===== src/hw/rtl/rrs_pkg.sv =====
// Shared types and constants of the ROI radiometric statistics core.
package rrs_pkg;

   localparam int ROW_W      = 9;
   localparam int COL_W      = 10;
   localparam int CNT_W      = 16;
   localparam int COEF_W     = 32;
   localparam int SCALE_W    = 24;
   localparam int RAD_W      = 48;
   localparam int SUM_W      = 64;
   localparam int NPIX_W     = 20;
   localparam int CSR_IDX_W  = 3;
   localparam int CSR_DATA_W = 24;

   // calibration datapath widths
   localparam int PROD_W = COEF_W + CNT_W + 1;   // gain*count+offset, signed
   localparam int VLO_W  = 25;                   // low unsigned slice of v
   localparam int VHI_W  = PROD_W - VLO_W;       // high signed slice of v
   localparam int FULL_W = PROD_W + SCALE_W;     // v*scale, signed
   localparam int Q_W    = FULL_W - 16;          // floor(v*scale/2^16)
   localparam int QS_W   = 42;                   // q once known inside the limit

   localparam int QUEUE_DEPTH = 4;

   localparam logic OP_LOAD    = 1'b0;
   localparam logic OP_MEASURE = 1'b1;

   localparam logic [ROW_W-1:0]   ROI_TOP_RST    = 9'd0;
   localparam logic [COL_W-1:0]   ROI_LEFT_RST   = 10'd0;
   localparam logic [ROW_W-1:0]   ROI_BOTTOM_RST = 9'd511;
   localparam logic [COL_W-1:0]   ROI_RIGHT_RST  = 10'd1023;
   localparam logic [SCALE_W-1:0] SCALE_RST      = 24'd65536;

   localparam logic signed [RAD_W-1:0] RAD_MAX   = 48'sh7FFF_FFFF_FFFF;
   localparam logic signed [RAD_W-1:0] RAD_MIN   = 48'sh8000_0000_0000;
   localparam logic signed [RAD_W-1:0] RAD_SCALE = 48'sd100;
   localparam logic signed [Q_W-1:0]   Q_LIMIT   = 57'sd1407374883553;
   localparam logic signed [SUM_W-1:0] SUM_MAX   = 64'sh7FFF_FFFF_FFFF_FFFF;
   localparam logic signed [SUM_W-1:0] SUM_MIN   = 64'sh8000_0000_0000_0000;
   localparam logic [NPIX_W-1:0]       COUNT_MAX = 20'hF_FFFF;
   // magnitude limits of the mean before it is narrowed to 48 bits
   localparam logic [SUM_W-1:0] MEAN_POS_LIM = 64'h0000_7FFF_FFFF_FFFF;
   localparam logic [SUM_W-1:0] MEAN_NEG_LIM = 64'h0000_8000_0000_0000;

   typedef enum logic [CSR_IDX_W-1:0] {
      CSR_ROI_TOP    = 3'd0,
      CSR_ROI_LEFT   = 3'd1,
      CSR_ROI_BOTTOM = 3'd2,
      CSR_ROI_RIGHT  = 3'd3,
      CSR_SCALE      = 3'd4
   } csr_index_type;

   typedef enum logic [1:0] {
      DIV_IDLE,
      DIV_RUN,
      DIV_FIN,
      DIV_SHOW
   } div_state_type;

   typedef struct packed {
      logic [ROW_W-1:0]   roi_top;
      logic [COL_W-1:0]   roi_left;
      logic [ROW_W-1:0]   roi_bottom;
      logic [COL_W-1:0]   roi_right;
      logic [SCALE_W-1:0] scale_factor;
   } cfg_type;

   typedef struct packed {
      logic                     is_measure;
      logic                     in_array;
      logic                     in_roi;
      logic                     last;
      logic [ROW_W-1:0]         row;
      logic [COL_W-1:0]         col;
      logic [CNT_W-1:0]         pixel_count;
      logic signed [COEF_W-1:0] gain;
      logic signed [COEF_W-1:0] offset;
      logic                     coeff_valid;
   } entry_type;

   typedef struct packed {
      logic valid;
      logic last;
      logic take;
   } ctl_type;

   typedef struct packed {
      logic signed [RAD_W-1:0] max_radiance;
      logic signed [SUM_W-1:0] sum_radiance;
      logic [NPIX_W-1:0]       valid_pixels;
   } stats_type;

endpackage


===== src/hw/rtl/rrs_req_if.sv =====
// Input channel: load and measure beats.
interface rrs_req_if;
   logic                              valid;
   logic                              ready;
   logic                              op;
   logic [rrs_pkg::ROW_W-1:0]         row;
   logic [rrs_pkg::COL_W-1:0]         col;
   logic [rrs_pkg::CNT_W-1:0]         pixel_count;
   logic signed [rrs_pkg::COEF_W-1:0] gain;
   logic signed [rrs_pkg::COEF_W-1:0] offset;
   logic                              coeff_valid;
   logic                              last;

   modport source (output valid, op, row, col, pixel_count, gain, offset, coeff_valid, last,
                   input ready);
   modport sink   (input valid, op, row, col, pixel_count, gain, offset, coeff_valid, last,
                   output ready);
endinterface


===== src/hw/rtl/rrs_csr_if.sv =====
// Configuration write channel.
interface rrs_csr_if;
   logic                             valid;
   logic                             ready;
   logic [rrs_pkg::CSR_IDX_W-1:0]    index;
   logic [rrs_pkg::CSR_DATA_W-1:0]   data;

   modport source (output valid, index, data, input ready);
   modport sink   (input valid, index, data, output ready);
endinterface


===== src/hw/rtl/rrs_front.sv =====
// Front end: configuration registers, beat acceptance and classification.
module rrs_front #(
   parameter int ROWS = 512,
   parameter int COLS = 1024
) (
   input  logic                clock,
   input  logic                reset,
   rrs_req_if.sink             req_chan,
   rrs_csr_if.sink             csr_chan,
   input  logic                queue_full,
   output logic                push,
   output rrs_pkg::entry_type  push_entry,
   output rrs_pkg::cfg_type    cfg
);

   rrs_pkg::cfg_type cfg_ff;
   rrs_pkg::cfg_type cfg_in;
   logic             is_measure;

   assign csr_chan.ready = 1'b1;

   always_comb begin
      cfg_in = cfg_ff;
      if (csr_chan.valid) begin
         case (rrs_pkg::csr_index_type'(csr_chan.index))
            rrs_pkg::CSR_ROI_TOP:    cfg_in.roi_top      = csr_chan.data[rrs_pkg::ROW_W-1:0];
            rrs_pkg::CSR_ROI_LEFT:   cfg_in.roi_left     = csr_chan.data[rrs_pkg::COL_W-1:0];
            rrs_pkg::CSR_ROI_BOTTOM: cfg_in.roi_bottom   = csr_chan.data[rrs_pkg::ROW_W-1:0];
            rrs_pkg::CSR_ROI_RIGHT:  cfg_in.roi_right    = csr_chan.data[rrs_pkg::COL_W-1:0];
            rrs_pkg::CSR_SCALE:      cfg_in.scale_factor = csr_chan.data[rrs_pkg::SCALE_W-1:0];
            default:                 cfg_in = cfg_ff;
         endcase
      end
   end

   always_ff @(posedge clock) begin
      if (reset) begin
         cfg_ff.roi_top      <= rrs_pkg::ROI_TOP_RST;
         cfg_ff.roi_left     <= rrs_pkg::ROI_LEFT_RST;
         cfg_ff.roi_bottom   <= rrs_pkg::ROI_BOTTOM_RST;
         cfg_ff.roi_right    <= rrs_pkg::ROI_RIGHT_RST;
         cfg_ff.scale_factor <= rrs_pkg::SCALE_RST;
      end else begin
         cfg_ff <= cfg_in;
      end
   end

   assign cfg = cfg_ff;

   assign req_chan.ready = !queue_full;
   assign push           = req_chan.valid && !queue_full;
   assign is_measure     = (req_chan.op == rrs_pkg::OP_MEASURE);

   always_comb begin
      push_entry.is_measure  = is_measure;
      push_entry.in_array    = (int'(req_chan.row) < ROWS) && (int'(req_chan.col) < COLS);
      push_entry.in_roi      = (req_chan.row >= cfg_ff.roi_top)  &&
                               (req_chan.row <= cfg_ff.roi_bottom) &&
                               (req_chan.col >= cfg_ff.roi_left) &&
                               (req_chan.col <= cfg_ff.roi_right);
      // last on a load beat means nothing
      push_entry.last        = req_chan.last && is_measure;
      push_entry.row         = req_chan.row;
      push_entry.col         = req_chan.col;
      push_entry.pixel_count = req_chan.pixel_count;
      push_entry.gain        = req_chan.gain;
      push_entry.offset      = req_chan.offset;
      push_entry.coeff_valid = req_chan.coeff_valid;
   end

endmodule


===== src/flat_wrapper.sv =====
// flat-port wrapper written by rule: the top's interface ports become plain ports
module rrs_front_flat 
#(
   parameter int ROWS = 512,
   parameter int COLS = 1024
)
  (clock, reset, queue_full, push, push_entry, cfg, req_chan_valid, req_chan_op, req_chan_row, req_chan_col, req_chan_pixel_count, req_chan_gain, req_chan_offset, req_chan_coeff_valid, req_chan_last, req_chan_ready, csr_chan_valid, csr_chan_index, csr_chan_data, csr_chan_ready);
  rrs_req_if req_chan_i ();
  rrs_csr_if csr_chan_i ();
  input  logic clock;
  input  logic reset;
  input  logic queue_full;
  output logic push;
  output rrs_pkg::entry_type push_entry;
  output rrs_pkg::cfg_type cfg;
  input wire logic [$bits(req_chan_i.valid)-1:0] req_chan_valid;
  input wire logic [$bits(req_chan_i.op)-1:0] req_chan_op;
  input wire logic [$bits(req_chan_i.row)-1:0] req_chan_row;
  input wire logic [$bits(req_chan_i.col)-1:0] req_chan_col;
  input wire logic [$bits(req_chan_i.pixel_count)-1:0] req_chan_pixel_count;
  input wire logic [$bits(req_chan_i.gain)-1:0] req_chan_gain;
  input wire logic [$bits(req_chan_i.offset)-1:0] req_chan_offset;
  input wire logic [$bits(req_chan_i.coeff_valid)-1:0] req_chan_coeff_valid;
  input wire logic [$bits(req_chan_i.last)-1:0] req_chan_last;
  output wire logic [$bits(req_chan_i.ready)-1:0] req_chan_ready;
  input wire logic [$bits(csr_chan_i.valid)-1:0] csr_chan_valid;
  input wire logic [$bits(csr_chan_i.index)-1:0] csr_chan_index;
  input wire logic [$bits(csr_chan_i.data)-1:0] csr_chan_data;
  output wire logic [$bits(csr_chan_i.ready)-1:0] csr_chan_ready;
  assign req_chan_i.valid = req_chan_valid;
  assign req_chan_i.op = req_chan_op;
  assign req_chan_i.row = req_chan_row;
  assign req_chan_i.col = req_chan_col;
  assign req_chan_i.pixel_count = req_chan_pixel_count;
  assign req_chan_i.gain = req_chan_gain;
  assign req_chan_i.offset = req_chan_offset;
  assign req_chan_i.coeff_valid = req_chan_coeff_valid;
  assign req_chan_i.last = req_chan_last;
  assign req_chan_ready = req_chan_i.ready;
  assign csr_chan_i.valid = csr_chan_valid;
  assign csr_chan_i.index = csr_chan_index;
  assign csr_chan_i.data = csr_chan_data;
  assign csr_chan_ready = csr_chan_i.ready;
  rrs_front #(.ROWS(ROWS), .COLS(COLS)) u_core (.clock(clock), .reset(reset), .req_chan(req_chan_i), .csr_chan(csr_chan_i), .queue_full(queue_full), .push(push), .push_entry(push_entry), .cfg(cfg));
endmodule

===== config.mk =====
export PLATFORM = sky130hd
export DESIGN_NAME = rrs_front_flat
export DESIGN_NICKNAME = d
export VERILOG_FILES = /design/src/hw/rtl/rrs_pkg.sv /design/src/hw/rtl/rrs_req_if.sv /design/src/hw/rtl/rrs_csr_if.sv /design/src/hw/rtl/rrs_front.sv /design/src/flat_wrapper.sv
export SDC_FILE = /design/constraint.sdc
export NUM_CORES = 1
export LEC_CHECK = 0
export BUFFER_PORTS_ARGS = -buffer_cell sky130_fd_sc_hd__buf_2
export CORE_AREA = 2 2 116 118
export DETAILED_ROUTE_END_ITERATION = 12
export DIE_AREA = 0 0 118 120
export PLACE_DENSITY = 0.67
export SLEW_MARGIN = 30
export SYNTH_ARGS = -nofsm -noshare
export SYNTH_HDL_FRONTEND = slang
export SYNTH_SLANG_ARGS = --single-unit

===== constraint.sdc =====
create_clock -name clock -period 2.8 [get_ports clock]
set_input_delay 0.84 -clock clock [delete_from_list [all_inputs] [get_ports clock]]
set_output_delay 0.84 -clock clock [all_outputs]
set_load 0.005 [all_outputs]

Word-level counts from Yosys, hierarchy flattened
Index checks and enable logic that the tools add are counted.
{"block": "totals", "output_inout_bits": 169, "inputBits": 134, "regBits": 62, "elab_cells": 25}
{"block": "classes", "order_cmp": 4, "eq_ne": 4, "reduce_logical": 12}
{"operator": "10-bit >= comparator", "count": 1}
{"operator": "10-bit less-or-equal comparator", "count": 1}
{"operator": "2-bit AND reduction", "count": 5}
{"operator": "9-bit >= comparator", "count": 1}
{"operator": "9-bit less-or-equal comparator", "count": 1}
{"operator": "3-bit by 2-bit equality test with 1-bit output, second input constant", "count": 2}
{"operator": "1-bit logical AND", "count": 5}
{"operator": "3-bit by 1-bit equality test with 1-bit output, second input constant", "count": 1}
{"operator": "3-bit equality test, second input constant", "count": 1}
{"operator": "3-bit zero test", "count": 1}
{"operator": "1-bit zero test", "count": 1}

Logic depth before layout (Yosys ltp)
{"block": "depth", "word_depth": 4, "depth_mapped": 7, "ltp_nobuf": 7}

Worst setup path before layout
Ideal clock, no wire load.
{"block": "synth_timing", "kind": "input port to output port", "startpoint": "input port req_chan_row[6]", "endpoint": "output port push_entry[101] in the netlist's numbering", "required_ns": 1.960, "cell_stages": 6, "t_arrival_ns": 2.000, "path_buffers": 0, "path_slack_ns": -0.040, "cell_sequence": "ha_1 -> a21o_1 -> a21o_1 -> a221oi_1 -> a41o_1 -> and4_1"}
{"element": "start, declared", "line": "flat_wrapper.sv:18", "text": "input wire logic [$bits(req_chan_i.row)-1:0] req_chan_row;"}
{"element": "end, declared", "line": "flat_wrapper.sv:14", "text": "output rrs_pkg::entry_type push_entry;"}

==> results.cfg <==
[finish]
final_cell_mix = 133 x buf_2, 115 x nand2_1, 62 x dfxtp_1
syn_to_final_growth_pct = 17.77
layout_commonest_cell = buf_2
antenna_cells = 0
final_core_util_pct = 35.90
fillers = 1382
final_layout_size_suffix_gt1_share_pct = 34.59
largest_reg_flops = 62
finalNonFillerCells = 731
nets = 722

[job]
maxCapViolCount = 0

[routing]
drtPass1Iterations = 4
wl_um = 11250
drcViolationCount = 0
via_per_inst = 4.513
drtAntennaViolNets = 0
num_vias = 3299
drt_iter0_markers = 89
wl_per_cell_um = 15.39

[worst_setup_path]
rr_startpoint = u_core.cfg[36]$_SDFFE_PP1P_
required_ns = 1.96
critPathLaunch = req_chan_col[2]
critPathArrivalTime_ns = 2.25
r2r_slack_ns = 1.95
worstSetupPathType = input pin to output pin
reg2reg_depth = 3
cp-start-kind = input pin
cp-end-kind = output pin
path_max_fanout = 3

[clock_tree]
cts.path.max_buffers = 2
clockRootBuffer = clkbuf_16
cts-hold-fix-buffers = 0
numCtsBuffers = 9
insertion_delay_ns = 0.32
clock-sinks = 62
cts.clk_slew.worst_paths_ns = 0.05
cts.htree.levels = 3
cts_tree = yes
post_cts_buffers = 0

[hold_path]
min_delay_path_depth = 2
min_from = u_core.cfg[13]$_SDFFE_PP0P_
hold_path_class = register to register

[floorplan]
die_x_um = 118
die_area_mm2 = 0.01416
core_mm2 = 0.01298
rows = 42
pin_count = 303
initial_core_util_pct = 30.48
die_h_um = 120

[logic_synthesis]
ys_types = 35
ys_async_sr_fraction_pct = 0
ys.flop_type = dfxtp_1
syn_inst = 504
netlist_area_mm2 = 0.003956
synth_edf_count = 0
ys.warnings.count = 0
syn_avg_cell_area_um2 = 7.850
ys_seq_area_share_pct = 31.37
synth_seq_cells = 62

[timing]
fin_ws_ns = -0.2908
hold_viol_final = 0
max_slew_margin_pct = 59.76
drv_slew = 0
clock_skew_ns = 0
setup_viol = 1
setup-tns-final_ns = -0.2908
min_period_over_period_pct = 110.4
period_needed_ns = 3.091
max_freq_mhz = 323.5
rsz0062_at_grt = yes
worst_slew_pin_slew_ns = 0.6036

[grt]
grt-ovfl-total = 0
antenna_found_initial = 0
grt_max_degree = 35
grt_pass1_wl_um = 17290
track_usage_pct = 15.95
grt_pass1_vias = 3145

[outcome]
failed_checks = setup timing
status = finished, violations left

[power_and_ir_drop]
power.density_mw_per_mm2 = 522.2
finalPower_w = 0.002433
ir_drop_uv = 230.5
p_leak_nw = 2.211

[placed_design]
port-buffer-count = 138
gp_congestion = 0.8165
place_hpwl_um = 8632
placed_cells = 715
==> cell families (layout without fill, tap and decap cells) <==
| family | count (synthesis) | after routing | share of synthesized area [%] |
|---|---|---|---|
| flops | 62 | 62 | 31.37 |
| compound gates | 82 | 82 | 12.18 |
| other cells | 1 | 2 | 0.09479 |
| buf+inv | 158 | 208 | 25.74 |
| simple gates | 163 | 163 | 18.60 |
| fa+ha+maj | 38 | 38 | 12.02 |
==> metal layers <==
metal	vias up	GRT usage, %	wire, µm
met5	-	0	0
met4	0	8.660	458
met3	55	6.179	917
met2	145	25.80	5330
met1	1475	18.13	4544
li1	1624	-	-
==> area by class of cell <==
cell class,instances,area [µm²],area share (%)
inverters,38,142.6,3.061
repair buffers,154,858.3,18.42
well taps,176,220.2,4.726
clock buffers,12,246.5,5.290
multi-input cells,285,1881,40.36
clock inverters,4,70.07,1.504
flip-flops and latches,62,1241,26.64
==> Yosys cell counts (2+ instances only) <==
cell | instances | area, µm²
inv_1 | 38 | 142.6
a21oi_1 | 53 | 265.3
and3_1 | 2 | 12.51
and2_1 | 2 | 12.51
nor2b_1 | 4 | 25.02
clkbuf_1 | 6 | 22.52
nor2_2 | 3 | 18.77
buf_4 | 106 | 795.8
a21o_1 | 6 | 45.04
a211o_1 | 9 | 78.83
ha_1 | 38 | 475.5
nand4_1 | 5 | 31.28
nand2_1 | 115 | 431.7
dfxtp_1 | 62 | 1241
nor2_1 | 11 | 41.29
o21ai_0 | 6 | 30.03
nand3b_1 | 11 | 82.58
a31oi_1 | 2 | 12.51
buf_2 | 4 | 20.02
buf_6 | 3 | 33.78
nand3_1 | 4 | 20.02
==> worst max-delay path, stage by stage <==
cell	delay, ns
buf_6	0.10
buf_6	0.11
ha_4	0.22
nand4_1	0.12
nor3_2	0.07
o41ai_2	0.32
buf_4	0.15
and4_4	0.22
buf_6	0.09
==> metrics by stage <==
step,instance area [µm²],setup slack (ns),hold slack [ns]
floorplan,3966,0.004446,0.4527
global placement,4134,-0.4796,0.4388
detailed placement,4134,-0.5388,0.4432
CTS,4628,-0.3011,0.4504
global route,4659,-0.3771,0.4734
finish,4659,-0.2908,0.4513
==> where the power goes <==
part / total (W) / internal [W] / switching (W)
clock network: 0.00119 / 0.000800 / 0.000389
registers: 0.000921 / 0.000906 / 0.0000151
logic: 0.000322 / 0.000152 / 0.000171
total: 0.00243 / 0.00186 / 0.000575
==> worst paths after layout <==
path                                                    end
worst min register to register  u_core.cfg[13]$_SDFFE_PP0P_
worst max register to register  u_core.cfg[36]$_SDFFE_PP1P_
worst min-delay path            u_core.cfg[13]$_SDFFE_PP0P_
worst max-delay path                        push_entry[101]
==> repair_timing <==
item | in CTS | in global routing
setup endpoints to repair | 1 | 1
pin swaps | 16 | 3
gates resized for setup | 27 | 4
hold endpoints to repair | 0 | 0
No activity file was read; power rests on OpenSTA's default activity.
