$ cat src/hw/rtl/rrs_pkg.sv
// Shared types and constants of the ROI radiometric statistics core.
package rrs_pkg;

   localparam int ROW_W      = 9;
   localparam int COL_W      = 10;
   localparam int CNT_W      = 16;
   localparam int COEF_W     = 32;
   localparam int SCALE_W    = 24;
   localparam int RAD_W      = 48;
   localparam int SUM_W      = 64;
   localparam int NPIX_W     = 20;
   localparam int CSR_IDX_W  = 3;
   localparam int CSR_DATA_W = 24;

   // calibration datapath widths
   localparam int PROD_W = COEF_W + CNT_W + 1;   // gain*count+offset, signed
   localparam int VLO_W  = 25;                   // low unsigned slice of v
   localparam int VHI_W  = PROD_W - VLO_W;       // high signed slice of v
   localparam int FULL_W = PROD_W + SCALE_W;     // v*scale, signed
   localparam int Q_W    = FULL_W - 16;          // floor(v*scale/2^16)
   localparam int QS_W   = 42;                   // q once known inside the limit

   localparam int QUEUE_DEPTH = 4;

   localparam logic OP_LOAD    = 1'b0;
   localparam logic OP_MEASURE = 1'b1;

   localparam logic [ROW_W-1:0]   ROI_TOP_RST    = 9'd0;
   localparam logic [COL_W-1:0]   ROI_LEFT_RST   = 10'd0;
   localparam logic [ROW_W-1:0]   ROI_BOTTOM_RST = 9'd511;
   localparam logic [COL_W-1:0]   ROI_RIGHT_RST  = 10'd1023;
   localparam logic [SCALE_W-1:0] SCALE_RST      = 24'd65536;

   localparam logic signed [RAD_W-1:0] RAD_MAX   = 48'sh7FFF_FFFF_FFFF;
   localparam logic signed [RAD_W-1:0] RAD_MIN   = 48'sh8000_0000_0000;
   localparam logic signed [RAD_W-1:0] RAD_SCALE = 48'sd100;
   localparam logic signed [Q_W-1:0]   Q_LIMIT   = 57'sd1407374883553;
   localparam logic signed [SUM_W-1:0] SUM_MAX   = 64'sh7FFF_FFFF_FFFF_FFFF;
   localparam logic signed [SUM_W-1:0] SUM_MIN   = 64'sh8000_0000_0000_0000;
   localparam logic [NPIX_W-1:0]       COUNT_MAX = 20'hF_FFFF;
   // magnitude limits of the mean before it is narrowed to 48 bits
   localparam logic [SUM_W-1:0] MEAN_POS_LIM = 64'h0000_7FFF_FFFF_FFFF;
   localparam logic [SUM_W-1:0] MEAN_NEG_LIM = 64'h0000_8000_0000_0000;

   typedef enum logic [CSR_IDX_W-1:0] {
      CSR_ROI_TOP    = 3'd0,
      CSR_ROI_LEFT   = 3'd1,
      CSR_ROI_BOTTOM = 3'd2,
      CSR_ROI_RIGHT  = 3'd3,
      CSR_SCALE      = 3'd4
   } csr_index_type;

   typedef enum logic [1:0] {
      DIV_IDLE,
      DIV_RUN,
      DIV_FIN,
      DIV_SHOW
   } div_state_type;

   typedef struct packed {
      logic [ROW_W-1:0]   roi_top;
      logic [COL_W-1:0]   roi_left;
      logic [ROW_W-1:0]   roi_bottom;
      logic [COL_W-1:0]   roi_right;
      logic [SCALE_W-1:0] scale_factor;
   } cfg_type;

   typedef struct packed {
      logic                     is_measure;
      logic                     in_array;
      logic                     in_roi;
      logic                     last;
      logic [ROW_W-1:0]         row;
      logic [COL_W-1:0]         col;
      logic [CNT_W-1:0]         pixel_count;
      logic signed [COEF_W-1:0] gain;
      logic signed [COEF_W-1:0] offset;
      logic                     coeff_valid;
   } entry_type;

   typedef struct packed {
      logic valid;
      logic last;
      logic take;
   } ctl_type;

   typedef struct packed {
      logic signed [RAD_W-1:0] max_radiance;
      logic signed [SUM_W-1:0] sum_radiance;
      logic [NPIX_W-1:0]       valid_pixels;
   } stats_type;

endpackage

$ cat src/hw/rtl/rrs_rsp_if.sv
// Result channel: region statistics beats.
interface rrs_rsp_if;
   logic                             valid;
   logic                             ready;
   logic signed [rrs_pkg::RAD_W-1:0] max_radiance;
   logic signed [rrs_pkg::RAD_W-1:0] mean_radiance;
   logic signed [rrs_pkg::SUM_W-1:0] sum_radiance;
   logic [rrs_pkg::NPIX_W-1:0]       valid_pixels;

   modport source (output valid, max_radiance, mean_radiance, sum_radiance, valid_pixels,
                   input ready);
   modport sink   (input valid, max_radiance, mean_radiance, sum_radiance, valid_pixels,
                   output ready);
endinterface

$ cat src/hw/rtl/rrs_stats_div.sv
// Statistics close-out: serial mean division and the result register.
module rrs_stats_div (
   input  logic                clock,
   input  logic                reset,
   input  logic                start,
   input  rrs_pkg::stats_type  snap,
   output logic                idle,
   rrs_rsp_if.source           rsp_chan
);

   localparam int BIT_W = $clog2(rrs_pkg::SUM_W);

   rrs_pkg::div_state_type state_ff, state_in;

   logic load_en, step_en, fin_en;

   logic signed [rrs_pkg::RAD_W-1:0] max_ff;
   logic signed [rrs_pkg::SUM_W-1:0] sum_ff;
   logic [rrs_pkg::NPIX_W-1:0]       count_ff;
   logic                             neg_ff;
   logic [rrs_pkg::SUM_W-1:0]        num_ff;
   logic [rrs_pkg::NPIX_W-1:0]       rem_ff;
   logic [BIT_W-1:0]                 bit_ff;
   logic [rrs_pkg::RAD_W-1:0]        mean_ff, mean_in;

   logic [rrs_pkg::NPIX_W:0]         trial;
   logic                             ge;

   always_comb begin
      state_in = state_ff;
      case (state_ff)
         rrs_pkg::DIV_IDLE: begin
            if (start) state_in = rrs_pkg::DIV_RUN;
         end
         rrs_pkg::DIV_RUN: begin
            if (bit_ff == '0) state_in = rrs_pkg::DIV_FIN;
         end
         rrs_pkg::DIV_FIN: begin
            state_in = rrs_pkg::DIV_SHOW;
         end
         rrs_pkg::DIV_SHOW: begin
            if (rsp_chan.ready) state_in = rrs_pkg::DIV_IDLE;
         end
         default: begin
            state_in = rrs_pkg::DIV_IDLE;
         end
      endcase
   end

   always_comb begin
      idle           = 1'b0;
      load_en        = 1'b0;
      step_en        = 1'b0;
      fin_en         = 1'b0;
      rsp_chan.valid = 1'b0;
      case (state_ff)
         rrs_pkg::DIV_IDLE: begin
            idle    = 1'b1;
            load_en = start;
         end
         rrs_pkg::DIV_RUN: begin
            step_en = 1'b1;
         end
         rrs_pkg::DIV_FIN: begin
            fin_en = 1'b1;
         end
         rrs_pkg::DIV_SHOW: begin
            rsp_chan.valid = 1'b1;
         end
         default: begin
            idle = 1'b0;
         end
      endcase
   end

   always_ff @(posedge clock) begin
      if (reset) begin
         state_ff <= rrs_pkg::DIV_IDLE;
      end else begin
         state_ff <= state_in;
      end
   end

   // restoring division on the magnitude, one quotient bit a cycle
   assign trial = {rem_ff, num_ff[rrs_pkg::SUM_W-1]};
   assign ge    = (trial >= {1'b0, count_ff});

   always_comb begin
      if (count_ff == '0) begin
         mean_in = '0;
      end else if (neg_ff) begin
         mean_in = (num_ff > rrs_pkg::MEAN_NEG_LIM) ? rrs_pkg::RAD_MIN :
                   -num_ff[rrs_pkg::RAD_W-1:0];
      end else begin
         mean_in = (num_ff > rrs_pkg::MEAN_POS_LIM) ? rrs_pkg::RAD_MAX :
                   num_ff[rrs_pkg::RAD_W-1:0];
      end
   end

   always_ff @(posedge clock) begin
      if (load_en) begin
         // no pixels: every field reads zero
         max_ff   <= (snap.valid_pixels == '0) ? '0 : snap.max_radiance;
         sum_ff   <= snap.sum_radiance;
         count_ff <= snap.valid_pixels;
         neg_ff   <= snap.sum_radiance[rrs_pkg::SUM_W-1];
         num_ff   <= snap.sum_radiance[rrs_pkg::SUM_W-1] ? -snap.sum_radiance :
                     snap.sum_radiance;
         rem_ff   <= '0;
         bit_ff   <= BIT_W'(rrs_pkg::SUM_W - 1);
      end
      if (step_en) begin
         rem_ff <= ge ? rrs_pkg::NPIX_W'(trial - {1'b0, count_ff}) :
                   trial[rrs_pkg::NPIX_W-1:0];
         num_ff <= {num_ff[rrs_pkg::SUM_W-2:0], ge};
         bit_ff <= bit_ff - BIT_W'(1);
      end
      if (fin_en) begin
         mean_ff <= mean_in;
      end
   end

   assign rsp_chan.max_radiance  = max_ff;
   assign rsp_chan.mean_radiance = signed'(mean_ff);
   assign rsp_chan.sum_radiance  = sum_ff;
   assign rsp_chan.valid_pixels  = count_ff;

endmodule

$ cat src/flat_wrapper.sv
// flat-port wrapper written by rule: the top's interface ports become plain ports
module rrs_stats_div_flat 
  (clock, reset, start, snap, idle, rsp_chan_valid, rsp_chan_max_radiance, rsp_chan_mean_radiance, rsp_chan_sum_radiance, rsp_chan_valid_pixels, rsp_chan_ready);
  rrs_rsp_if rsp_chan_i ();
  input  logic clock;
  input  logic reset;
  input  logic start;
  input  rrs_pkg::stats_type snap;
  output logic idle;
  output wire logic [$bits(rsp_chan_i.valid)-1:0] rsp_chan_valid;
  output wire logic [$bits(rsp_chan_i.max_radiance)-1:0] rsp_chan_max_radiance;
  output wire logic [$bits(rsp_chan_i.mean_radiance)-1:0] rsp_chan_mean_radiance;
  output wire logic [$bits(rsp_chan_i.sum_radiance)-1:0] rsp_chan_sum_radiance;
  output wire logic [$bits(rsp_chan_i.valid_pixels)-1:0] rsp_chan_valid_pixels;
  input wire logic [$bits(rsp_chan_i.ready)-1:0] rsp_chan_ready;
  assign rsp_chan_valid = rsp_chan_i.valid;
  assign rsp_chan_max_radiance = rsp_chan_i.max_radiance;
  assign rsp_chan_mean_radiance = rsp_chan_i.mean_radiance;
  assign rsp_chan_sum_radiance = rsp_chan_i.sum_radiance;
  assign rsp_chan_valid_pixels = rsp_chan_i.valid_pixels;
  assign rsp_chan_i.ready = rsp_chan_ready;
  rrs_stats_div u_core (.clock(clock), .reset(reset), .start(start), .snap(snap), .idle(idle), .rsp_chan(rsp_chan_i));
endmodule
$ cat config.mk
export PLATFORM = sky130hd
export DESIGN_NAME = rrs_stats_div_flat
export DESIGN_NICKNAME = d
export VERILOG_FILES = /design/src/hw/rtl/rrs_pkg.sv /design/src/hw/rtl/rrs_rsp_if.sv /design/src/hw/rtl/rrs_stats_div.sv /design/src/flat_wrapper.sv
export SDC_FILE = /design/constraint.sdc
export NUM_CORES = 1
export LEC_CHECK = 0
export BUFFER_PORTS_ARGS = -buffer_cell sky130_fd_sc_hd__buf_2
export CAP_MARGIN = 15
export CORE_UTILIZATION = 45
export CTS_CLUSTER_DIAMETER = 120
export CTS_CLUSTER_SIZE = 12
export DETAILED_ROUTE_END_ITERATION = 10
export PLACE_DENSITY = 0.7
export SETUP_SLACK_MARGIN = 0.02
export SLEW_MARGIN = 20
export SYNTH_ARGS = -nofsm -noshare
export SYNTH_HDL_FRONTEND = slang
export SYNTH_SLANG_ARGS = --single-unit
$ cat constraint.sdc
create_clock -name clock -period 6.15 [get_ports clock]
set_clock_uncertainty 0.15 [all_clocks]
set_input_delay 0.9225 -clock clock [delete_from_list [all_inputs] [get_ports clock]]
set_output_delay 0.9225 -clock clock [all_outputs]
set_load 0.02 [all_outputs]
* Word level (Yosys, flattened, before mapping)
Index checks and enable logic that the tools add are counted.
Operators by class: add/sub/neg operators 4, multipliers 0, div/mod/pow operators 0, order comparisons 3, equal/unequal tests 6, shifts and indexed selects 0, mux-type cells 20, bitwise operators 0, reductions and logical operators 6
Operator list (number):
- 64-bit two-way mux | 3
- 48-bit two-way mux | 3
- 64-bit by 47-bit > comparator with 1-bit output, second input constant | 1
- 64-bit by 48-bit > comparator with 1-bit output, second input constant | 1
- 64-bit negation | 1
- 20-bit two-way mux | 3
- 48-bit negation | 1
- 20-bit logical NOT | 2
- 21-bit by 20-bit greater-or-equal comparator with 1-bit output | 1
- 20-bit subtractor | 1
- 6-bit two-way mux | 2
- 2-bit one-hot mux with 4 select lines | 1
- 6-bit logical NOT | 1
- 2-bit two-way mux | 3
- 6-bit by 1-bit subtractor with 6-bit output, second input constant | 1
- 1-bit two-way mux | 5
- 2-bit equality test, second input constant | 2
- 2-bit != test, second input constant | 2
- 3-bit AND reduction | 1
- 2-bit by 1-bit equality test with 1-bit output, second input constant | 1
- 2-bit logical NOT | 1
- 2-bit by 1-bit != test with 1-bit output, second input constant | 1
- 2-bit nonzero test | 1
Word-level totals: register bits 273, latch bits 0, memory bits (writable) 0, ROM bits 0, word-level logic and storage cells 48, memories 0

* Depth between registers and ports, before layout
depth in word-level cells 4, mapped depth 12, mapped depth without buffers 11

* Least setup slack after synthesis
Ideal clock, no wire load.
kind input-to-reg, start input start, end register u_core.bit_ff[0] (enable), setup time 410 ps, data arrival time 5458 ps, data required time 5590 ps, slack 133 ps, stages on the path 2, path buffers 0, cell sequence and2_1 or2_2
On the way: longest elaborated chain between the ends 2
Ends and longest elaborated chain:
- start: declaration | line flat_wrapper.sv:7 | input logic start;
- 1-bit two-way mux | line rrs_stats_div.sv:56 | case (state_ff)
- 2-bit nonzero test (no line)
- end signal: assignment | line rrs_stats_div.sv:110 | bit_ff <= BIT_W'(rrs_pkg::SUM_W - 1);
- end signal: assignment | line rrs_stats_div.sv:116 | bit_ff <= bit_ff - BIT_W'(1);
- end: declaration | line rrs_stats_div.sv:23 | logic [BIT_W-1:0] bit_ff;
Every way passes these cells. A chain may end at the register's enable or synchronous reset.

* Final worst setup path
start register u_core.num_ff[0] in the netlist's numbering, end register u_core.mean_ff, in the netlist u_core.rsp_chan.mean_radiance[13], data pin
On the way: longest elaborated chain between the ends 3, elaborated cells on any way between the ends 6, classes of those cells add/sub (1); order compare (2); mux (3)
Ends and longest elaborated chain:
- start: declaration | line rrs_stats_div.sv:21 | logic [rrs_pkg::SUM_W-1:0] num_ff;
- start signal: assignment | line rrs_stats_div.sv:107 | num_ff <= snap.sum_radiance[rrs_pkg::SUM_W-1] ? -snap.sum_radiance :
- start signal: assignment | line rrs_stats_div.sv:115 | num_ff <= {num_ff[rrs_pkg::SUM_W-2:0], ge};
- 64-bit by 47-bit > comparator with 1-bit output, or another cell as far along | line rrs_stats_div.sv:95 | mean_in = (num_ff > rrs_pkg::MEAN_POS_LIM) ? rrs_pkg::RAD_MAX :
- 48-bit two-way mux (on tied branches) | line rrs_stats_div.sv:95, rrs_stats_div.sv:92
- 48-bit two-way mux * | line rrs_stats_div.sv:91 | end else if (neg_ff) begin
- end signal: assignment | line rrs_stats_div.sv:119 | mean_ff <= mean_in;
- end: declaration | line rrs_stats_div.sv:24 | logic [rrs_pkg::RAD_W-1:0] mean_ff, mean_in;
Every way passes the cells marked *; elsewhere a longest branch is shown, timed or not.

==> results.tsv <==
stage	metric	value	unit
drt	dr.pass1.iters	8	
clocking	clockBufferDepth	3	
power	ir_drop	0.2511	mV
clocking	cts_max_level	1	
drt	drt_iter0_markers	1262	
clocking	hold_buffers	0	
synth	ys_ff_latch	272	
floorplan	die_area	32290	um^2
clocking	cts_tree	yes	
setup_path	timing.rr.start	u_core.num_ff[0]	
sta	fmax	230.2	MHz
flow_run	max_cap_violations	0	
power	p_total	7.950	mW
final_layout	utilization	54.83	%
setup_path	crit_family	simple AND/OR/NAND/NOR gates	
setup_path	critical_path.most_common_cell	buf_4	
floorplan	die_w	179.7	um
setup_path	cp.required	6370	ps
synth	yosysTopAreaCellShare	57.06	%
floorplan	die_h	179.7	um
drt	wl_per_cell	19.45	um
drt	drc	14	
global_route	grt_pass1_wl	59980	um
sta	period_share	70.64	%
setup_path	crit_path_top_delay_cell	nor3_1	
floorplan	start_util	46.09	%
power	p_leak	6.201	nW
drt	antenna_left	0	
place	dp_hpwl	27830	um
final_layout	design_area	16900	um^2
floorplan	ios	318	
setup_path	cp-startpoint	u_core.num_ff[0]	
synth	synth-seq-area-share	57.34	%
synth	synth-main-ff-cell	edfxtp_1	
global_route	grt_pass1_vias	10780	
clocking	cts_buffers	26	
global_route	grt_max_degree	110	
setup_path	slowest_delay	600	ps
synth	synth.distinct_cells	61	
clocking	cts.sinks	272	
clocking	path_clk_slew	60	ps
power	power.density	470.3	nW/um^2
setup_path	arrival	4560	ps
sta	tightestPinTransition	1041	ps
global_route	grt_usage	23.21	%
synth	synth_async_sr_flop_share	0	%
sta	timing.setup.tns	0	ps
setup_path	cp-end-kind	register	
synth	synth_edf_count	270	
final_layout	drive_above_1_share	24.92	%
final_layout	final_nets	1738	
synth	synthTopCellsByArea	edfxtp_1 (57%), o21ai_0 (4.1%), xor2_1 (2.9%)	
setup_path	rrSetupSlack	1810	ps
clocking	cts_resized	0	
synth	syn_inst	1286	
run_status	violations	design-rule violations	
setup_path	reg2reg_depth	11	
clocking	postCtsSetupRepairBufs	0	
place	io_buffers	317	
setup_path	cp.buffers_inverters	3	
place	postPlaceCellArea	16150	um^2
drt	routed_via_density	5.778	
clocking	clock_latency	540	ps
clocking	ctsRootBufferMaster	clkbuf_16	
setup_path	crit_path_cell_trace	inv_1 -> ha_1 -> or3b_2 -> nor3_1 -> nand4_1 -> o31a_1 -> buf_4 -> nor3_2 -> buf_4 -> a31oi_1 -> a21oi_1	
final_layout	area_growth	18.96	%
final_layout	nFillCells	2681	
global_route	antenna_found_initial	2	
synth	yosys_warnings	0	
synth	synth_area_leader_cell	edfxtp_1	
synth	netlist_area	14210	um^2
setup_path	cp-start-kind	register	
setup_path	worstSetupPathType	register to register	
floorplan	core	30830	um^2
setup_path	rr_endpoint	u_core.rsp_chan.mean_radiance[13]	
sta	fin_crit	4344	ps
sta	rsz0062_at_grt	no	
synth	synth_fp_nets	1451	
sta	slew_violations	0	
global_route	globalRouteOverflowTotal	0	
sta	finalSetupViolations	0	
setup_path	cp_num_cells	11	
sta	hold_viol	0	
setup_path	cp_max_fo	39	
drt	vias	11430	
place	gp_congestion	0.8912	
hold_path	min_path_type	primary input to register	
sta	relSlewSlack	30.63	%
drt	routed_wl	38480	um
floorplan	fp-row-count	64	
synth	syn-mean-instance-area	11.05	um^2
setup_path	cp-endpoint	u_core.rsp_chan.mean_radiance[13]	
run_status	outcome	finished, violations left	
-- cell usage after synthesis, drive strengths merged (4+ instances only) --
cell type / count
a211oi: 7
a21o: 6
a21oi: 43
a221oi: 16
a31oi: 33
and2: 4
and3: 6
buf: 6
clkbuf: 62
edfxtp: 270
ha: 28
inv: 50
mux2: 16
mux2i: 16
nand2: 101
nand2b: 5
nand3: 26
nand3b: 11
nand4: 13
nor2: 94
nor2b: 57
nor3: 46
nor4: 40
nor4b: 4
o21ai: 117
o31a: 6
o31ai: 24
o41ai: 13
or2: 7
or3: 34
or4: 17
xnor2: 25
xor2: 47
-- flip-flops by register name, summed over array words and instances, names as in the netlist --
name / cells
u_core.bit_ff: 6
u_core.neg_ff: 1
u_core.num_ff: 64
u_core.rem_ff: 20
u_core.rsp_chan.max_radiance: 48
u_core.rsp_chan.mean_radiance: 48
u_core.rsp_chan.sum_radiance: 63
u_core.rsp_chan.valid_pixels: 20
u_core.state_ff: 2
-- cell families (layout without fill, tap and decap cells) --
kind of cell	count (synthesis)	count (layout)	synth area share, %
AO/OA/AOI/OAI	290	290	12.73
XOR/XNOR	72	72	4.438
AND/OR/NAND/NOR	473	473	17.34
adder cells (fa/ha/maj)	29	29	2.606
multiplexers	32	32	2.395
buffers and inverters	118	413	3.152
other	0	1	0
flip-flops	272	272	57.34
-- worst min path at each step --
stage,cells past startpoint,to,slack (ps),start
after floorplan,2,u_core.state_ff[0],360,u_core.state_ff[0]
after detailed placement,2,u_core.num_ff[49],400,u_core.num_ff[48]
after global placement,2,u_core.num_ff[50],390,u_core.num_ff[49]
final,2,u_core.state_ff[1],410,reset
after CTS,2,u_core.state_ff[1],380,reset
after global routing,2,u_core.state_ff[1],400,reset
-- through the flow --
stage | worst slack, ps | hold slack, ps | cells
6_report | 1806 | 410.7 | 1978
5_1_grt | 1611 | 401.1 | 1977
4_1_cts | 1886 | 381.3 | 1976
3_5_place_dp | 1803 | 398.8 | 1940
3_3_place_gp | 1815 | 389.5 | 1940
2_1_floorplan | 132.6 | 362.4 | 1286
-- report_power, final --
group / internal, mW / total (mW) / switching [mW]
Combinational: 1.03 / 2.98 / 1.95
Clock: 0.828 / 1.48 / 0.655
Sequential: 2.96 / 3.48 / 0.520
Total: 4.83 / 7.95 / 3.12
-- cell usage in the layout, fill, tap and decap left out, types with 27 or more instances in the layout --
master	synthesis	layout
inv_1	49	49
edfxtp_1	270	270
buf_2	1	317
a21oi_1	43	43
xor2_1	47	47
nor3_1	45	45
nor4_1	40	40
nor2b_1	57	57
clkbuf_16	0	27
nand2_1	101	101
nor2_1	94	91
or3_1	33	33
o21ai_0	117	116
a31oi_1	33	33
-- layout make-up --
cell class              instances  area, um^2  share of cell area, %
diodes                          1       2.502                0.01480
clock buffers                  35       705.7                  4.175
clock inverters                 1       30.03                 0.1776
inverters                      50       187.7                  1.110
multi-input cells             896        5660                  33.49
flip-flops and latches        272        8148                  48.20
well taps                     396       495.5                  2.931
repair buffers                327        1674                  9.904
-- per-layer routing --
layer | track usage, % | up-vias | wire length, um
met1 | 32.57 | 5448 | 16520
met4 | 5.724 | 2 | 785
li1 | - | 5434 | -
met5 | 0 | - | 13
met3 | 4.882 | 55 | 3706
met2 | 36.76 | 489 | 17450
Note: power is estimated with default switching activity, not from simulation.
