### config.mk
export PLATFORM = sky130hd
export DESIGN_NAME = rrs_queue
export DESIGN_NICKNAME = d
export VERILOG_FILES = /design/src/hw/rtl/rrs_pkg.sv /design/src/hw/rtl/rrs_queue.sv
export SDC_FILE = /design/constraint.sdc
export NUM_CORES = 1
export LEC_CHECK = 0
export ABC_AREA = 1
export BUFFER_PORTS_ARGS = -buffer_cell sky130_fd_sc_hd__buf_2
export CORE_UTILIZATION = 55
export CTS_CLUSTER_SIZE = 25
export DETAILED_ROUTE_END_ITERATION = 7
export PLACE_DENSITY = 0.82
export SLEW_MARGIN = 20
export SYNTH_ARGS = -nofsm -noshare
export SYNTH_HDL_FRONTEND = slang
export SYNTH_SLANG_ARGS = --single-unit
### constraint.sdc
create_clock -name clock -period 5.61 [get_ports clock]
set_input_delay 0.561 -clock clock [delete_from_list [all_inputs] [get_ports clock]]
set_output_delay 0.561 -clock clock [all_outputs]
set_load 0.03 [all_outputs]
### src/hw/rtl/rrs_pkg.sv
// Shared types and constants of the ROI radiometric statistics core.
package rrs_pkg;

   localparam int ROW_W      = 9;
   localparam int COL_W      = 10;
   localparam int CNT_W      = 16;
   localparam int COEF_W     = 32;
   localparam int SCALE_W    = 24;
   localparam int RAD_W      = 48;
   localparam int SUM_W      = 64;
   localparam int NPIX_W     = 20;
   localparam int CSR_IDX_W  = 3;
   localparam int CSR_DATA_W = 24;

   // calibration datapath widths
   localparam int PROD_W = COEF_W + CNT_W + 1;   // gain*count+offset, signed
   localparam int VLO_W  = 25;                   // low unsigned slice of v
   localparam int VHI_W  = PROD_W - VLO_W;       // high signed slice of v
   localparam int FULL_W = PROD_W + SCALE_W;     // v*scale, signed
   localparam int Q_W    = FULL_W - 16;          // floor(v*scale/2^16)
   localparam int QS_W   = 42;                   // q once known inside the limit

   localparam int QUEUE_DEPTH = 4;

   localparam logic OP_LOAD    = 1'b0;
   localparam logic OP_MEASURE = 1'b1;

   localparam logic [ROW_W-1:0]   ROI_TOP_RST    = 9'd0;
   localparam logic [COL_W-1:0]   ROI_LEFT_RST   = 10'd0;
   localparam logic [ROW_W-1:0]   ROI_BOTTOM_RST = 9'd511;
   localparam logic [COL_W-1:0]   ROI_RIGHT_RST  = 10'd1023;
   localparam logic [SCALE_W-1:0] SCALE_RST      = 24'd65536;

   localparam logic signed [RAD_W-1:0] RAD_MAX   = 48'sh7FFF_FFFF_FFFF;
   localparam logic signed [RAD_W-1:0] RAD_MIN   = 48'sh8000_0000_0000;
   localparam logic signed [RAD_W-1:0] RAD_SCALE = 48'sd100;
   localparam logic signed [Q_W-1:0]   Q_LIMIT   = 57'sd1407374883553;
   localparam logic signed [SUM_W-1:0] SUM_MAX   = 64'sh7FFF_FFFF_FFFF_FFFF;
   localparam logic signed [SUM_W-1:0] SUM_MIN   = 64'sh8000_0000_0000_0000;
   localparam logic [NPIX_W-1:0]       COUNT_MAX = 20'hF_FFFF;
   // magnitude limits of the mean before it is narrowed to 48 bits
   localparam logic [SUM_W-1:0] MEAN_POS_LIM = 64'h0000_7FFF_FFFF_FFFF;
   localparam logic [SUM_W-1:0] MEAN_NEG_LIM = 64'h0000_8000_0000_0000;

   typedef enum logic [CSR_IDX_W-1:0] {
      CSR_ROI_TOP    = 3'd0,
      CSR_ROI_LEFT   = 3'd1,
      CSR_ROI_BOTTOM = 3'd2,
      CSR_ROI_RIGHT  = 3'd3,
      CSR_SCALE      = 3'd4
   } csr_index_type;

   typedef enum logic [1:0] {
      DIV_IDLE,
      DIV_RUN,
      DIV_FIN,
      DIV_SHOW
   } div_state_type;

   typedef struct packed {
      logic [ROW_W-1:0]   roi_top;
      logic [COL_W-1:0]   roi_left;
      logic [ROW_W-1:0]   roi_bottom;
      logic [COL_W-1:0]   roi_right;
      logic [SCALE_W-1:0] scale_factor;
   } cfg_type;

   typedef struct packed {
      logic                     is_measure;
      logic                     in_array;
      logic                     in_roi;
      logic                     last;
      logic [ROW_W-1:0]         row;
      logic [COL_W-1:0]         col;
      logic [CNT_W-1:0]         pixel_count;
      logic signed [COEF_W-1:0] gain;
      logic signed [COEF_W-1:0] offset;
      logic                     coeff_valid;
   } entry_type;

   typedef struct packed {
      logic valid;
      logic last;
      logic take;
   } ctl_type;

   typedef struct packed {
      logic signed [RAD_W-1:0] max_radiance;
      logic signed [SUM_W-1:0] sum_radiance;
      logic [NPIX_W-1:0]       valid_pixels;
   } stats_type;

endpackage

### src/hw/rtl/rrs_queue.sv
// Short FIFO of classified beats between the front and back ends.
module rrs_queue (
   input  logic                clock,
   input  logic                reset,
   input  logic                push,
   input  rrs_pkg::entry_type  push_entry,
   output logic                full,
   input  logic                pop,
   output logic                not_empty,
   output rrs_pkg::entry_type  head
);

   localparam int PTR_W = $clog2(rrs_pkg::QUEUE_DEPTH);
   localparam int CNT_W = $clog2(rrs_pkg::QUEUE_DEPTH + 1);

   rrs_pkg::entry_type slot_ff [rrs_pkg::QUEUE_DEPTH];
   logic [PTR_W-1:0]   wr_ptr_ff;
   logic [PTR_W-1:0]   rd_ptr_ff;
   logic [CNT_W-1:0]   fill_ff;

   assign full      = (fill_ff == CNT_W'(rrs_pkg::QUEUE_DEPTH));
   assign not_empty = (fill_ff != '0);
   assign head      = slot_ff[rd_ptr_ff];

   always_ff @(posedge clock) begin
      if (push) begin
         slot_ff[wr_ptr_ff] <= push_entry;
      end
   end

   always_ff @(posedge clock) begin
      if (reset) begin
         wr_ptr_ff <= '0;
         rd_ptr_ff <= '0;
         fill_ff   <= '0;
      end else begin
         if (push) begin
            wr_ptr_ff <= wr_ptr_ff + PTR_W'(1);
         end
         if (pop) begin
            rd_ptr_ff <= rd_ptr_ff + PTR_W'(1);
         end
         case ({push, pop})
            2'b10:   fill_ff <= fill_ff + CNT_W'(1);
            2'b01:   fill_ff <= fill_ff - CNT_W'(1);
            default: fill_ff <= fill_ff;
         endcase
      end
   end

endmodule

# Word level (Yosys, flattened, before mapping)
# Memory sizes are Yosys's and may differ from the RTL's. A register that Yosys moved wholly into a read port is not among the register bits.
# Cells that the tools add are included.
dict set report op_classes {
  mul 0
  magnitude_cmp 0
  div 0
  shifts 0
  bitwise 0
  mux 5
  n_eq_ne 3
  n_reduce_logical 2
  n_addsub 4
}
# op count
set ops {}
lappend ops {{3-bit case mux with 2 select lines} 1}
lappend ops {{2-bit by 1-bit adder with 2-bit output, second input constant} 2}
lappend ops {{2-bit two-way mux} 2}
lappend ops {{3-bit by 1-bit adder with 3-bit output, second input constant} 1}
lappend ops {{3-bit equality test, second input constant} 1}
lappend ops {{3-bit nonzero test} 1}
lappend ops {{3-bit by 1-bit subtractor with 3-bit output, second input constant} 1}
lappend ops {{2-bit by 1-bit equality test with 1-bit output, second input constant} 1}
lappend ops {{2-bit equality test, second input constant} 1}
lappend ops {{1-bit two-way mux} 2}
lappend ops {{2-bit nonzero test} 1}
dict set report word_totals {
  mem_bits_rw 416
  out_inout_bits 106
  n_memories 1
  latchBits 0
  register_bits 7
  mem_bits_ro 0
  inputBits 108
}
# name words width read_ports rd_ports_with_merged_regs wr line
set memory_table {}
lappend memory_table {slot_ff 4 104 1 1 1 rrs_queue.sv:16} ;# rrs_pkg::entry_type slot_ff [rrs_pkg::QUEUE_DEPTH];

# Longest topological paths before layout
# Gate-level depths: netlist of the first run.
dict set report logic_depth {
  word_depth 3
  depth_mapped 10
  mapped_depth_nobuf 10
}

# Worst setup path after synthesis of the first run
# OpenSTA, ideal clock, no wires.
dict set report synth_path {
  path_type {input port to flip-flop}
  start {in push}
  end {mem slot_ff[0][0] (netlist bit), enable pin}
  t_arrival_ns 2.603
  cell_stages 2
  n_path_buf 0
  path_slack_ns 2.550
  path_cell_list {nand2_1 inv_1}
}
dict set report synth_between {
  elab_chain_len 2
}
# item line
set synth_lines {}
lappend synth_lines {{start: declaration} rrs_queue.sv:5} ;# input logic push,
lappend synth_lines {{1-bit two-way mux} rrs_queue.sv:26} ;# if (push) begin
lappend synth_lines {{1-bit two-way mux (not written as such)} rrs_queue.sv:27} ;# slot_ff[wr_ptr_ff] <= push_entry;
lappend synth_lines {{end: declaration} rrs_queue.sv:16}
# Every way passes these cells.

==> reports/qor.yml, run 1 <==
outcome: "finished clean"
cts_buffers: 41
drt_iter0_markers: 892
min_period_ps: 4100
yosysUniqueCellTypes: 24
drive_above_1_share: 0.256
row_count: 62
fin_skew_ps: 16.4
multi_input_area_mm2: 0.00285
portBuffers: 213
cp-end-kind: "output pin"
antenna_found_initial: 7
syn-cell-area_mm2: 0.0160
die_w_um: 173
via_per_inst: 5.64
wl_per_cell_um: 19.3
grt_pass1_vias: 9286
synth_top_cell_by_area: "edfxtp_1"
dr.pass1.iters: 5
ys_top_cells_by_count: "edfxtp_1, nor2_1, o21ai_0"
setup_viol: 0
synth_fp_nets: 1177
yosys.area.top_type_share: 0.780
yosys.cell_count.top_type: "edfxtp_1"
ys_async_sr_fraction: 0
hpwlAfterDp_mm: 17.2
ff_latch_area_mm2: 0.0127
antenna_left: 0
yosys_warnings: 0
synth_ff_type: "edfxtp_1"
initial_core_util: 0.558
cts_sinks: 425
timing.max_cap.violations: 0
p_leak_uw: 0.00648
fin_tns_setup_ps: 0
worst_pin_slew_ps: 1110
pre_cts_slack_ps: 1990
postCtsSetupBuffers: 0
fp.dieH_um: 173
power_density_mw_per_mm2: 385
synth_seq_area_share: 0.791
synth_cells: 1063
fmax_ghz: 0.244
grt_overflow_total: 0
synth_edf_count: 416
timing.final.crit_share: 0.731
syn_avg_cell_area_um2: 15.1
start_kind: "flop"
worst_slack_ps: 1510
rsz0062_at_grt: "no"
min_path_type: "in2reg"
synth-seq-cells: 425
slew_viol_final: 0
drc: 0
ir_drop_mv: 0.374
cts_tree: "yes"
grt_use_total: 0.214
insertion_delay_ps: 520
clkTransAtPathRegs_ps: 60
grt_max_degree: 105
io_pins: 214
num-nets-final: 1376
design.core.area_mm2: 0.0287
place_congestion: 0.721
path_class: "reg2out"
arrival_ps: 3540
hold_violations: 0
wl_mm: 32.5
required_ps: 5050
fillers: 2032
crit_fanout: 89
cts-resized-gates: 0
hold_ws_ps: 243
htreeDepth: 2
maxSlewHeadroom: 0.258
cts-root-buf: "clkbuf_16"
cts_buffer_depth: 3
vias: 9491
ctsHoldBuffers: 0
ys_top_cells_by_area: "edfxtp_1, o21ai_0, nor2_1"
grt_pass1_wl_mm: 49.7
dieArea_mm2: 0.0298
syn_to_final_growth_pct: 16.1
critical path: stages (launching register included):
cell     delay, ps
dfxtp_4        780
buf_4          620
buf_4          790
o21ai_0        240
o22ai_1        270
buf_2          240
sequential cells by signal, summed over array words and instances, names as in the netlist, named ones only:
| name | count |
|---|---|
| wr_ptr_ff | 2 |
| fill_ff | 3 |
| rd_ptr_ff | 2 |
| slot_ff | 416 |
metal layers:
metal / global-route usage / routed length (µm)
met2: 0.360 / 16100
met5: 0 / 48
met1: 0.270 / 13000
met4: 0.0603 / 580
met3: 0.0635 / 2800
power breakdown:
part / leakage, µW / internal [µW] / switching [µW]
Clock: 0.000655 / 1590 / 1130
Sequential: 0.00390 / 3630 / 40.8
Combinational: 0.00192 / 200 / 572
Total: 0.00648 / 5420 / 1740
placed cells by master, fill, tap and decap left out, types with 2 or more instances in the layout:
cell	netlist	routed
a21oi_1	5	5
buf_2	19	213
buf_4	2	10
bufinv_16	0	4
clkbuf_1	25	7
clkbuf_16	0	43
clkinv_1	0	7
clkinv_2	0	9
clkinvlp_4	0	3
dfxtp_1	9	7
dfxtp_4	0	2
diode_2	0	3
edfxtp_1	416	416
ha_1	5	5
inv_1	16	12
inv_4	0	4
inv_6	1	4
nand2_1	9	9
nand3_1	2	2
nor2_1	192	192
nor2_2	19	19
o21ai_0	187	187
o21ai_1	27	27
o22ai_1	84	84
o22ai_2	20	20
metrics by stage:
step	area, µm²	utilization	power, µW	instances
after floorplan	16000	-	4260	1063
after global placement	17200	0.600	4490	1603
after detailed placement	17200	0.600	4510	1603
after CTS	18600	0.647	7210	1679
after global routing	18600	0.647	7370	1680
final	18600	0.648	7160	1682
path summary, 6_finish.rpt:
kind,start,end,slack [ps],depth (start not counted)
max,flop,head[46],1510,5
min,push_entry[71],slot_ff[2][71],240,1
max reg2reg,wr_ptr_ff[0],slot_ff[0][20],3180,5
min reg2reg,rd_ptr_ff[1],flop,450,1
cell families after synthesis:
kind of cell,count (synthesis),share of synthesized area
fa+ha+maj,6,0.00516
compound gates,323,0.117
simple gates,224,0.0559
flops,425,0.791
buf+inv,85,0.0307
cell type report:
type | count | area share
Sequential cell | 425 | 0.682
Clock buffer | 50 | 0.0593
Antenna cell | 3 | 0.000404
Tap cell | 384 | 0.0258
Clock inverter | 26 | 0.0131
Timing Repair Buffer | 223 | 0.0614
Multi-Input combinational cell | 553 | 0.153
Inverter | 18 | 0.00451
Note: power is estimated with default switching activity, not from simulation.
==> run 2: changes to the inputs <==
- ABC_AREA: 1 -> 0
- clock period: 5.61 -> 3.81 ns (I/O delays scaled with it)
==> run 2 against run 1 <==
Critical path depth shrank 2. Area after synthesis down 3.5%. Register-to-register slack got worse by 1400 ps. Combinational power grew 57%. Clock-buffer cell count up 6. Power up 47%. Critical endpoint is now head[85]. Highest routed layer unchanged.
==> reports/qor.yml, run 2 <==
grt_max_degree: 64  # was 105
portBuffers: 213  # unchanged
worst_slack_ps: 990  # was 1510 ps
vias: 7013  # was 9491
max_stage_delay_ps: 670  # was 790 ps
via_per_inst: 5.60  # was 5.64
required_ps: 3430  # was 5050 ps
crit_fanout: 23  # was 89
drive_above_1_share: 0.449  # was 0.256
design.core.area_mm2: 0.0277  # was 0.0287 mm²
largest_reg_flops: 416  # unchanged
row_count: 61  # was 62
worst_pin_slew_ps: 783  # was 1110 ps
ys_top_cells_by_area: "edfxtp_1, mux4_2, dfxtp_1"  # was edfxtp_1, o21ai_0, nor2_1
fin_skew_ps: 5.36  # was 16.4 ps
syn_to_final_growth_pct: 18.6  # was 16.1%
wl_mm: 27.9  # was 32.5 mm
clkTransAtPathRegs_ps: 60  # about the same
min_period_ps: 2820
p_leak_uw: 0.00616  # was 0.00648 µW
synth-seq-cells: 425  # unchanged
antenna_found_initial: 6  # was 7
grt_use_total: 0.198  # was 0.214
ir_drop_mv: 0.454  # was 0.374 mV
initial_core_util: 0.558  # about the same
start_kind: "flop"  # unchanged
io_pins: 214  # unchanged
outcome: "finished clean"  # unchanged
fillers: 1786  # was 2032
cts_tree: "yes"  # unchanged
synth_top_cell_by_area: "edfxtp_1"  # unchanged
synth_edf_count: 416  # unchanged
synth_fp_nets: 705  # was 1177
fmax_ghz: 0.355
min_path_type: "in2reg"  # unchanged
fp.dieH_um: 170  # was 173 µm
synth_cells: 591  # was 1063
path_class: "reg2out"  # unchanged
yosys.area.top_type_share: 0.808  # was 0.780
power_density_mw_per_mm2: 576  # was 385 mW/mm²
insertion_delay_ps: 530  # was 520 ps
fin_tns_setup_ps: 0  # unchanged
timing.final.crit_share: 0.740
yosys_warnings: 0  # unchanged
slew_viol_final: 0  # unchanged
slowest_stage: "dfxtp_4"  # was buf_4
grt_pass1_vias: 7460  # was 9286
hpwlAfterDp_mm: 16.7  # was 17.2 mm
place_congestion: 0.686  # was 0.721
cts_buffers: 43  # was 41
rsz0062_at_grt: "no"  # unchanged
cts_sinks: 425  # unchanged
drc: 0  # unchanged
ys_async_sr_fraction: 0  # unchanged
dr.pass1.iters: 5  # unchanged
critical_path.cell_chain: "buf_4, mux4_2, buf_2"  # was buf_4, buf_4, o21ai_0, o22ai_1, buf_2
syn-cell-area_mm2: 0.0155  # was 0.0160 mm²
wl_per_cell_um: 22.3  # was 19.3 µm
cts_buffer_depth: 3  # unchanged
num-nets-final: 951  # was 1376
grt_pass1_wl_mm: 42.3  # was 49.7 mm
antenna_left: 0  # unchanged
hold_violations: 0  # unchanged
setup_viol: 0  # unchanged
cts-resized-gates: 0  # unchanged
reg.largest.list: "slot_ff: 416 flops, fill_ff: 3 flops"  # unchanged
ctsHoldBuffers: 0  # unchanged
cts-root-buf: "clkbuf_16"  # unchanged
syn_avg_cell_area_um2: 26.2  # was 15.1 µm²
synth_seq_area_share: 0.820  # was 0.791
postCtsSetupBuffers: 0  # unchanged
final_common_cell: "edfxtp_1"  # unchanged
timing.max_cap.violations: 0  # unchanged
die_w_um: 170  # was 173 µm
maxSlewHeadroom: 0.478  # was 0.258
grt_overflow_total: 0  # unchanged
dieArea_mm2: 0.0288  # was 0.0298 mm²
yosys.cell_count.top_type: "edfxtp_1"  # unchanged
ys_top_cells_by_count: "edfxtp_1, mux4_2, buf_2"  # was edfxtp_1, nor2_1, o21ai_0
htreeDepth: 2  # unchanged
pre_cts_slack_ps: 1470  # was 1990 ps
drt_iter0_markers: 571  # was 892
largest_register: "slot_ff"  # unchanged
yosysUniqueCellTypes: 20  # was 24
cp-end-kind: "output pin"  # unchanged
arrival_ps: 2440  # was 3540 ps
final_cell_mix: "edfxtp_1, buf_2, mux4_2, clkbuf_16"  # was edfxtp_1, buf_2, nor2_1, o21ai_0, o22ai_1
synth_ff_type: "edfxtp_1"  # unchanged
==> run 2: critical path, delay by kind of cell (launching register included) <==
kind / cells / cell delay (ps)
flip-flops: 1 / 670
buffers and inverters: 2 / 660
multiplexers: 1 / 580
==> run 2: kinds of logic after synthesis <==
kind of cell | Yosys count | synth area share
AND/OR/NAND/NOR | 16 | 0.00502
buffers and inverters | 31 | 0.0140
adder cells (fa/ha/maj) | 6 | 0.00534
multiplexers | 105 | 0.152
flip-flops | 425 | 0.820
XOR/XNOR | 5 | 0.00283
AO/OA/AOI/OAI | 3 | 0.000971
==> run 2: final cells by class <==
| class | instances | area [µm²] | share of cell area |
|---|---|---|---|
| diodes | 4 | 10.0 | 0.000546 |
| clock buffers | 56 | 1150 | 0.0625 |
| clock inverters | 23 | 179 | 0.00976 |
| inverters | 6 | 22.5 | 0.00123 |
| multi-input cells | 135 | 2580 | 0.141 |
| flip-flops and latches | 425 | 12700 | 0.692 |
| well taps | 378 | 473 | 0.0258 |
| repair buffers | 226 | 1240 | 0.0676 |
==> run 2: metal layers <==
metal	wire length [µm]	vias to the layer above	global-route usage
met5	35	-	0
met4	408	6	0.0494
met3	2240	42	0.0529
met2	14000	258	0.328
met1	11300	3663	0.264
li1	-	3044	-
==> run 2: final timing paths <==
check,start,to,slack [ps],cells past startpoint
max reg2reg,wr_ptr_ff[0],slot_ff[0][96],1750,4
min reg2reg,fill_ff[2],fill_ff[2],500,2
min,push_entry[23],slot_ff[3][23],70,1
max,flop,head[85],990,3
==> run 2: metrics by stage <==
step           power (µW)  hold slack (ps)  cells  utilization  area, µm²
2_1_floorplan        6390              462    591            -      15500
3_3_place_gp         6740              480   1170        0.613      17000
3_5_place_dp         6780              496   1170        0.613      17000
4_1_cts             10700             37.3   1249        0.661      18300
5_1_grt             10900             47.4   1250        0.661      18300
6_report            10600             65.4   1253        0.662      18300
==> run 2: report_power, final <==
part	leakage (µW)	internal, µW	switching [µW]
registers	0.00390	5370	83.9
logic	0.00163	444	762
clock network	0.000640	2270	1640
total	0.00616	8080	2480
==> run 3: changes to the inputs <==
- CORE_UTILIZATION: 55 -> 51
- PLACE_DENSITY: 0.82 -> 0.8
- clock period: 3.81 -> 2.3 ns (I/O delays scaled with it)
==> run 3 against run 2 <==
Power is 71% higher. Sequential power is 65% higher. Cell count up 8.9%. Clock-buffer cell count is 1 lower. Register-to-register slack worse by 1000 ps. Combinational power grew 83%. Hold slack got worse by 29 ps.
==> reports/qor.yml, run 3 (same netlist as run 2, synthesis figures left out) <==
cp-end-kind: "output pin"  # unchanged
fmax_ghz: 0.442
fp.dieH_um: 176  # was 170 µm
wl_mm: 29.3  # was 27.9 mm
cts-root-buf: "clkbuf_16"  # unchanged
r2r-start: "wr_ptr_ff[0]"  # unchanged
hpwlAfterDp_mm: 16.1  # was 16.7 mm
maxSlewHeadroom: 0.638  # was 0.478
antenna_cells: 0  # was 4
cts_buffers: 42  # was 43
io_pins: 214  # unchanged
timing.final.crit_share: 0.983
crit_cells: 3  # unchanged
p_leak_uw: 0.00667  # was 0.00616 µW
timing.max_cap.violations: 0  # unchanged
min_to: "rd_ptr_ff[0]"  # was slot_ff[3][23]
design.core.area_mm2: 0.0297  # was 0.0277 mm²
r2r_cells: 4  # unchanged
syn_to_final_growth_pct: 26.5  # was 18.6%
crit_fanout: 41  # was 23
hp-start: "pop"  # was push_entry[23]
start_kind: "flop"  # unchanged
grt_pass1_wl_mm: 45.1  # was 42.3 mm
drt_iter0_markers: 690  # was 571
worst_pin_slew_ps: 543  # was 783 ps
row_count: 63  # was 61
final_util: 0.658  # was 0.662
grt_use_total: 0.192  # was 0.198
max_stage_delay_ps: 590  # was 670 ps
cts_buffer_depth: 3  # unchanged
cts_tree: "yes"  # unchanged
clkTransAtPathRegs_ps: 60  # about the same
r2r_end: "slot_ff[2][45]"  # was slot_ff[0][96]
final_cell_mix: "edfxtp_1, buf_2, dlygate4sd3_1, mux4_2, clkbuf_16"  # was edfxtp_1, buf_2, mux4_2, clkbuf_16
hold_violations: 0  # unchanged
stdcell_count: 1364  # was 1253
place_congestion: 0.735  # was 0.686
ir_drop_mv: 0.555  # was 0.454 mV
dp_cells: 1185  # was 1170
outcome: "finished clean"  # unchanged
min_period_ps: 2260
postCtsSetupBuffers: 0  # unchanged
slowest_stage: "mux4_2"  # was dfxtp_4
critPathTopFamily: "multiplexers"  # was flip-flops
final_common_cell: "edfxtp_1"  # unchanged
insertion_delay_ps: 520  # was 530 ps
reg.largest.list: "slot_ff: 416 flops, fill_ff: 3 flops"  # unchanged
via_per_inst: 5.40  # was 5.60
required_ps: 2070  # was 3430 ps
wl_per_cell_um: 21.5  # was 22.3 µm
critical_path.cell_chain: "buf_16, mux4_2, buf_2"  # was buf_4, mux4_2, buf_2
fin_skew_ps: 9.64  # was 5.36 ps
initial_core_util: 0.520  # was 0.558
vias: 7371  # was 7013
fillers: 1848  # was 1786
dieArea_mm2: 0.0310  # was 0.0288 mm²
dr.pass1.iters: 5  # unchanged
cts_sinks: 425  # unchanged
path_class: "reg2out"  # unchanged
grt_pass1_vias: 8083  # was 7460
drc: 0  # unchanged
power_density_mw_per_mm2: 923  # was 576 mW/mm²
grt_max_degree: 79  # was 64
slew_viol_final: 0  # unchanged
num-nets-final: 1058  # was 951
antenna_left: 0  # unchanged
grt_overflow_total: 0  # unchanged
largest_reg_flops: 416  # unchanged
setup_viol: 0  # unchanged
rrSetupSlack_ps: 710  # was 1750 ps
whs_path_depth: 3  # was 1
portBuffers: 213  # unchanged
arrival_ps: 2030  # was 2440 ps
rsz0062_at_grt: "yes"  # was no
htreeDepth: 2  # unchanged
die_w_um: 176  # was 170 µm
drive_above_1_share: 0.410  # was 0.449
min_path_type: "in2reg"  # unchanged
worst-path-buf-inv: 2  # unchanged
largest_register: "slot_ff"  # unchanged
antenna_found_initial: 0  # was 6
==> run 3: how the worst max path moves through the flow <==
| stage | to |
|---|---|
| detailed placement | head[1] |
| floorplan | slot_ff[2][0] |
| global route | head[89] |
| finish | head[89] |
| CTS | head[41] |
| global placement | head[1] |
==> run 3: layer usage <==
layer | vias up | global-route usage | part of all wire
met5 | - | 0 | 0
met4 | 0 | 0.0496 | 0.017
met3 | 45 | 0.0394 | 0.069
met2 | 274 | 0.331 | 0.51
met1 | 3807 | 0.250 | 0.40
li1 | 3245 | - | -
==> run 3: report_power, final <==
part | internal [µW] | switching [µW]
registers | 8900 | 102
logic | 881 | 1340
clock network | 4120 | 2710
total | 13900 | 4150
==> run 3: layout make-up <==
cell class | count | area [µm²] | share of cell area
timing repair buffer | 334 | 2400 | 0.123
clock inverter | 19 | 223 | 0.0114
inverter | 6 | 22.5 | 0.00115
sequential | 425 | 12700 | 0.648
clock buffer | 55 | 1160 | 0.0595
multi-input combinational | 135 | 2580 | 0.132
tap | 390 | 488 | 0.0250
==> run 3: worst register-to-register path: cells and delay by family, from the launching register on <==
kind	cells	cell delay [ps]
buffers and inverters	2	420
flip-flops	1	340
AND/OR/NAND/NOR	1	310
adder cells (fa/ha/maj)	1	150
==> run 3: what timing repair did <==
item                       4_1_cts  5_1_grt
hold endpoints to repair       425        0
setup endpoints to repair       25       66
hold buffers                   105        0
resized for setup                1        5
==> run 3: through the flow <==
| stage | setup slack (ps) | power [µW] | hold slack, ps | setup TNS (ps) | area, µm² |
|---|---|---|---|---|---|
| 2_1_floorplan | 33.7 | 10600 | 329 | 0 | 15500 |
| 3_3_place_gp | 481 | 11200 | 442 | 0 | 17100 |
| 3_5_place_dp | 467 | 11200 | 445 | 0 | 17100 |
| 4_1_cts | -12.9 | 18200 | 3.92 | -24.1 | 19500 |
| 5_1_grt | -44.3 | 18600 | 50.8 | -886 | 19600 |
| 6_report | 39.2 | 18000 | 36.6 | 0 | 19600 |
